## src/hw/rtl/mmvp_pkg.sv

```systemverilog
// Package for the modular matrix-vector product block.
// Holds field widths, operation codes and size defaults; no dependencies.
package mmvp_pkg;
	localparam int unsigned WordW = 64;
	localparam int unsigned IdxW = 3;
	localparam int unsigned InLimbsDef = 8;
	localparam int unsigned OutLimbsDef = 8;
	localparam logic OpLoad = 1'b0;
	localparam logic OpElem = 1'b1;

	typedef struct packed {
		logic start;
		logic [WordW-1:0] a;
		logic [WordW-1:0] b;
		logic [WordW-1:0] c;
		logic [WordW-1:0] m;
	} mac_req_t;
endpackage

```

## src/hw/rtl/mmvp_mac.sv

```systemverilog
// Bit-serial modular multiply-accumulate unit: r = (c + a*b) mod m.
// Depends on mmvp_pkg. m of zero means modulo 2^64.
module mmvp_mac import mmvp_pkg::*; (
	input  logic             clk,
	input  logic             arst_n,
	input  mac_req_t         req,
	output logic             done,
	output logic [WordW-1:0] result
);
	localparam logic [2:0] SIdle = 3'd0;
	localparam logic [2:0] SRedC = 3'd1;
	localparam logic [2:0] SRedA = 3'd2;
	localparam logic [2:0] SMul = 3'd3;
	localparam logic [2:0] SAdd = 3'd4;

	logic [2:0] state_q;
	logic [5:0] cnt_q;
	logic [WordW-1:0] shf_q, a_q, b_q, m_q, acc_q, cred_q;
	logic [WordW:0] base, base_sub, sum, sum_sub;
	logic [WordW-1:0] base_r, sum_r, addend, one_m;
	logic mzero;

	// Each pass is an MSB-first Horner step: acc = (2*acc + bit*addend) mod m.
	// The sum and the element are reduced with an addend of one, then the product is formed.
	assign mzero = (m_q == '0);
	assign one_m = {{(WordW-1){1'b0}}, (m_q != {{(WordW-1){1'b0}}, 1'b1})};
	assign base = (state_q == SAdd) ? {1'b0, acc_q} : {acc_q, 1'b0};
	assign base_sub = base - {1'b0, m_q};
	assign base_r = (mzero || base_sub[WordW]) ? base[WordW-1:0] : base_sub[WordW-1:0];
	assign sum = {1'b0, base_r} + {1'b0, addend};
	assign sum_sub = sum - {1'b0, m_q};
	assign sum_r = (mzero || sum_sub[WordW]) ? sum[WordW-1:0] : sum_sub[WordW-1:0];

	always_comb begin
		case (state_q)
			SMul: addend = shf_q[WordW-1] ? a_q : '0;
			SAdd: addend = cred_q;
			default: addend = shf_q[WordW-1] ? one_m : '0;
		endcase
	end

	always_ff @(posedge clk or negedge arst_n) begin
		if (!arst_n) begin
			state_q <= SIdle;
			cnt_q <= '0;
			done <= 1'b0;
			result <= '0;
			shf_q <= '0;
			a_q <= '0;
			b_q <= '0;
			m_q <= '0;
			acc_q <= '0;
			cred_q <= '0;
		end else begin
			done <= 1'b0;
			case (state_q)
				SIdle: begin
					if (req.start) begin
						m_q <= req.m;
						shf_q <= req.c;
						a_q <= req.a;
						b_q <= req.b;
						acc_q <= '0;
						cnt_q <= '0;
						state_q <= SRedC;
					end
				end
				SRedC: begin
					cnt_q <= cnt_q + 6'd1;
					if (cnt_q == 6'd63) begin
						cred_q <= sum_r;
						acc_q <= '0;
						shf_q <= a_q;
						state_q <= SRedA;
					end else begin
						acc_q <= sum_r;
						shf_q <= {shf_q[WordW-2:0], 1'b0};
					end
				end
				SRedA: begin
					cnt_q <= cnt_q + 6'd1;
					if (cnt_q == 6'd63) begin
						a_q <= sum_r;
						acc_q <= '0;
						shf_q <= b_q;
						state_q <= SMul;
					end else begin
						acc_q <= sum_r;
						shf_q <= {shf_q[WordW-2:0], 1'b0};
					end
				end
				SMul: begin
					cnt_q <= cnt_q + 6'd1;
					acc_q <= sum_r;
					shf_q <= {shf_q[WordW-2:0], 1'b0};
					if (cnt_q == 6'd63) state_q <= SAdd;
				end
				SAdd: begin
					result <= sum_r;
					done <= 1'b1;
					state_q <= SIdle;
				end
				default: state_q <= SIdle;
			endcase
		end
	end
endmodule

```

## config.mk

```make
export PLATFORM = sky130hd
export DESIGN_NAME = mmvp_mac
export DESIGN_NICKNAME = d
export VERILOG_FILES = /design/src/hw/rtl/mmvp_pkg.sv /design/src/hw/rtl/mmvp_mac.sv
export SDC_FILE = /design/constraint.sdc
export NUM_CORES = 1
export LEC_CHECK = 0
export BUFFER_PORTS_ARGS = -buffer_cell sky130_fd_sc_hd__buf_2
export CORE_MARGIN = 3
export CORE_UTILIZATION = 40
export CTS_BUF_LIST = sky130_fd_sc_hd__clkbuf_4 sky130_fd_sc_hd__clkbuf_8 sky130_fd_sc_hd__clkbuf_16
export CTS_CLUSTER_DIAMETER = 60
export DETAILED_ROUTE_END_ITERATION = 8
export PLACE_DENSITY_LB_ADDON = 0.2
export SYNTH_ARGS = -nofsm -noshare
export SYNTH_HDL_FRONTEND = slang
export SYNTH_SLANG_ARGS = --single-unit
```

## constraint.sdc

```tcl
create_clock -name clk -period 16.5 [get_ports clk]
set_input_delay 3.3 -clock clk [delete_from_list [all_inputs] [get_ports clk]]
set_output_delay 3.3 -clock clk [all_outputs]
set_load 0.005 [all_outputs]
```

[After elaboration in Yosys (flattened, before gate mapping)]
Cells that the tools add are included.
Word-level totals
  bits of input ports: 259
  word-level logic and storage cells: 65
  bits in registers: 458
Operators by class
  muxes and demuxes: 24
  add/sub/neg operators: 4
  equal/unequal tests: 10
  reduce and logical (&&, ||, !) cells: 17
Operators with widths (number)
  $mux W64: 10
  $pmux W64 S2: 2
  $pmux W64 S4: 1
  $pmux W64 S3: 1
  $sub A65 B64 Y65: 2
  $add A64 B64 Y65: 1
  $mux W65: 1
  $logic_not A64 Y1: 1
  $ne A64 B1 Y1 const B: 1
  $mux W3: 4
  $pmux W3 S4: 1
  $pmux W6 S2: 1
  $reduce_and A2 Y1: 5
  $ne A2 B2 Y1 const B: 4
  $add A6 B1 Y6 const B: 1
  $eq A3 B2 Y1 const B: 2
  $eq A6 B6 Y1 const B: 1
  $mux W6: 1
  $reduce_and A4 Y1: 1
  $reduce_bool A2 Y1: 2
  $reduce_bool A4 Y1: 1
  $eq A3 B1 Y1 const B: 1
  $eq A3 B3 Y1 const B: 1
  $logic_not A3 Y1: 1
  other kinds (6): 8

[Longest topological paths before layout]
  depth in word-level cells: 11
  mapped depth: 52

[Worst setup path after synthesis]
Ideal clock, no wire load.
  path type: register -> register
  start: register state_q[0]
  end: register cred_q[55]
  setup slack: 6.567 ns
  stages on the path, launching flop included: 51
  path buffers: 8
  setup time: 0.131 ns
  arrival: 9.802 ns
  period minus slack after synthesis: 9.933 ns
  cell sequence: dfrtp_1 > clkbuf_1 > nor2_1 > nand2_1 > clkbuf_1 > inv_2 > clkbuf_1 > clkbuf_1 > nand2_1 > ha_1 > fa_1 > nor2b_1 > o2111ai_1 > a211oi_1 > o311ai_1 > a21oi_1 > o2bb2ai_1 > o21ai_1 > [... 15 more ...] > o21ai_0 > a21oi_1 > o21ai_0 > xor2_1 > ha_1 > nand2_1 > nor2_1 > a221oi_1 > nand2b_1 > nand2_1 > a221o_1 > a21oi_1 > o21ai_2 > mux2i_2 > buf_6 > buf_12 > mux2i_1 > o21ai_1
On the way
  longest elaborated chain between the ends: 9
  elaborated cells on any way between the ends: 13
  classes of those cells: add/sub (3); eq/ne (3); mux (4); reduce/logical (3)
RTL lines
  start: declaration: RTL line mmvp_mac.sv:16  | logic [2:0] state_q;
  start signal: assignment: RTL line mmvp_mac.sv:44  | state_q <= SIdle;
  start signal: assignment: RTL line mmvp_mac.sv:65  | state_q <= SRedC;
  start signal: assignment: RTL line mmvp_mac.sv:74  | state_q <= SRedA;
  $eq A3 B3 Y1: RTL line mmvp_mac.sv:27, mmvp_mac.sv:35
  $mux W65: RTL line mmvp_mac.sv:27  | assign base = (state_q == SAdd) ? {1'b0, acc_q} : {acc_q, 1'b0};
  $sub A65 B64 Y65: RTL line mmvp_mac.sv:28  | assign base_sub = base - {1'b0, m_q};
  $logic_or A1 B1 Y1: RTL line mmvp_mac.sv:29  | assign base_r = (mzero || base_sub[WordW]) ? base[WordW-1:0] : base_sub[WordW-1:0];
  $mux W64: RTL line mmvp_mac.sv:29
  $add A64 B64 Y65: RTL line mmvp_mac.sv:30  | assign sum = {1'b0, base_r} + {1'b0, addend};
  $sub A65 B64 Y65: RTL line mmvp_mac.sv:31  | assign sum_sub = sum - {1'b0, m_q};
  $logic_or A1 B1 Y1: RTL line mmvp_mac.sv:32  | assign sum_r = (mzero || sum_sub[WordW]) ? sum[WordW-1:0] : sum_sub[WordW-1:0];
  $mux W64: RTL line mmvp_mac.sv:32
  end signal: assignment: RTL line mmvp_mac.sv:71  | cred_q <= sum_r;
  end: declaration: RTL line mmvp_mac.sv:18  | logic [WordW-1:0] shf_q, a_q, b_q, m_q, acc_q, cred_q;
Parallel ways exist; a longest one is shown, timed or not.
A chain may end at the register's enable or synchronous reset.

[Final worst setup path]
  start: register state_q[1]
  end: register cred_q[47]
The elaborated chain is that of the path after synthesis.

==> impl_metrics.tcl <==
set metrics [dict create \
    cp_max_fo 65 \
    grt_pass1_vias 29710 \
    initial_core_util_pct 40.78 \
    slew_headroom_pct 14.51 \
    hold_path.class "flop to flop" \
    worstSetupEndpointType "flop" \
    rrSetupSlack_ns 2.95 \
    crit_top_cell "a21oi_1" \
    dr.pass1.iters 6 \
    fin_skew_ns 0.04150 \
    antenna_left 0 \
    ys_warn_count 0 \
    die_x_um 291.2 \
    drc_errors 0 \
    worst_path_largest_cell_delay_ns 0.66 \
    grt_overflow 0 \
    dp_hpwl_um 94210 \
    synth_nets 4581 \
    ys_ff_latch 458 \
    htreeDepth 2 \
    layout_worst_path_cycle_share_pct 82.12 \
    final-setup-viol-count 0 \
    cts_hold_buffers 0 \
    insertion_delay_ns 0.64 \
    cts_sinks 458 \
    worstPathRequired_ns 16.98 \
    synth-main-ff-cell "dfrtp_1" \
    num-fill-cells 8045 \
    wire_per_inst_um 23.01 \
    worstPathArrival_ns 14.03 \
    setup_tns_ns 0 \
    grt_first_pass_wirelength_um 186900 \
    routed_wirelength_um 124000 \
    yosys.area.top_type "dfrtp_1" \
    holdPathStages 2 \
    path_class "flop to flop" \
    finalNetCount 4741 \
    via_per_inst 5.828 \
    synthCells 4126 \
    timing.rr.start "state_q[1]" \
    grt_max_degree 185 \
    synth.area.top_cells "dfrtp_1 35%, nand2_1 12%, o21ai_0 8.5%, ha_1 7.4%, a21oi_1 4.4%" \
    port-buffer-count 323 \
    final_core_util_pct 46.02 \
    cts_made_buffers 58 \
    track_usage_pct 28.34 \
    dieArea_um2 84790 \
    final_max_slew_viol_count 0 \
    synth_most_common_cell "nand2_1" \
    antenna_found_initial 13 \
    synthArstFlopShare_pct 100.0 \
    place_congestion 0.9527 \
    cp_slowest_cell "inv_4" \
    r2r_end "cred_q[47]" \
    synth_seq_area_share_pct 35.23 \
    hold_start "result[19]" \
    post_cts_buffers 0 \
    io_pins 324 \
    ctsRootBufferMaster "clkbuf_16" \
    synthToLayoutAreaGrowth_pct 12.85 \
    synth_edf_count 0 \
    whs_endpoint "result[19]" \
    drv_cap 0 \
    drive_above_1_share_pct 12.40 \
    synthTopCellsByCount "1042 x nand2_1, 555 x o21ai_0, 458 x dfrtp_1, 286 x a21oi_1, 222 x clkbuf_1" \
    hold_viol_final 0 \
    rows 103 \
    die_y_um 291.2 \
    max_clock_freq_mhz 73.81 \
    core_um2 79770 \
    cts_tree "done" \
    tightest_slew_ns 1.271 \
    synth_area_um2 32530 \
    status "finished clean" \
    cts.clk_slew.worst_paths_ns 0.06 \
    synth_cell_types 84 \
    post-route-min-period_ns 13.55 \
    clockBufferDepth 3 \
    rsz0062_at_grt "false" \
    startpoint_type "flop" \
    reg2regPathDepth 41 \
    synth_top_area_share_pct 35.23 \
    vias 31400 \
    initialDrtViolationCount 2856 \
    post_cts_resized 0 \
    syn_avg_cell_area_um2 7.885 \
]
## kinds of logic (layout without fill, tap and decap cells)
logic type	Yosys count	in the layout	share of synthesized area, %
AOI/OAI and AO/OA	1348	1348	25.25
xor gates and xnor gates	181	181	4.873
adders and majority gates	197	197	7.638
buffers and inverters	365	570	4.584
DFF	458	458	35.23
muxes	87	87	2.800
other	0	7	0
and+or+nand+nor	1490	1490	19.63
## final cells by class
cell class	instances	area, µm²	area share [%]
Clock buffer	81	1704	4.641
Clock inverter	24	250.2	0.6816
Timing Repair Buffer	349	1859	5.064
Inverter	116	437.9	1.193
Antenna cell	7	17.52	0.04771
Tap cell	1050	1314	3.578
Sequential cell	458	11460	31.22
Multi-Input combinational cell	3303	19670	53.58
## cells in the final DEF, fill, tap and decap left out, types with 16 or more instances in the layout
master     Yosys  layout
inv_1        115     115
nand3_1       41      41
o21a_1        26      26
nand4_1       47      47
nor3_1        26      25
dfrtp_1      458     458
mux2i_1       57      57
xnor2_1      129     129
xor2_1        52      52
o21bai_1      39      39
and3_1        88      87
and2_1        16      16
mux2_2        28      28
nand2_1     1042    1038
nand2b_1      22      20
nor4_1        22      22
o21ai_0      555     555
o211ai_1      17      17
nor2_1       119     116
buf_4          1      23
a221oi_1      71      71
ha_1         193     193
a22o_1        66      66
a31oi_1       27      27
a21o_1       107     107
buf_2         10     322
nor2b_1       19      18
o21ai_1       41      41
clkbuf_16      0      59
a21oi_1      286     286
## worst max-delay path by stage
| stage | endpoint | slack, ns | startpoint | cells after the start |
|---|---|---|---|---|
| final | cred_q[47] | 2.95 | state_q[1] | 41 |
| after global routing | acc_q[47] | 2.04 | state_q[1] | 41 |
| after CTS | cred_q[47] | 3.18 | state_q[1] | 41 |
| after detailed placement | cred_q[47] | 3.23 | state_q[1] | 41 |
| after global placement | acc_q[47] | 3.48 | state_q[1] | 42 |
| after floorplan | cred_q[55] | 6.57 | state_q[0] | 50 |
## metal layers
metal / up-vias / part of all wire [%] / GRT usage [%] / wire length [µm]
met5: - / 0.057 / 0 / 71
met4: 12 / 2.4 / 6.654 / 2984
met3: 162 / 9.6 / 6.920 / 11890
met2: 1174 / 40 / 39.28 / 49290
met1: 15140 / 48 / 43.72 / 59720
li1: 14910 / - / - / -
## critical path: cells and delay by family (launching register included)
family                     cells  cell delay (ns)
AOI/OAI and AO/OA             20             5.67
and+or+nand+nor                9             1.86
buffers and inverters          3             1.68
muxes                          3             1.67
adders and majority gates      4             1.43
DFF                            1             0.51
xor gates and xnor gates       2             0.42
## flip-flops by register name, summed over array words and instances, names as in the netlist
name	flops
a_q	64
acc_q	64
b_q	64
cred_q	64
m_q	64
result	64
shf_q	64
cnt_q	6
state_q	3
done	1
## stage by stage
step / worst slack, ns / hold WS (ns) / instance area (µm²) / instances
after floorplan: 6.567 / 0.4457 / 32530 / 4126
after global placement: 3.482 / 0.4581 / 34740 / 5276
after detailed placement: 3.233 / 0.4621 / 34740 / 5276
after CTS: 3.184 / 0.4763 / 36700 / 5381
after global routing: 2.039 / 0.4900 / 36700 / 5381
final: 2.951 / 0.4734 / 36720 / 5388
Power is left out: the tool's default activity adds up to more than one toggle a clock period on the data nets, which glitch-free logic cannot reach.
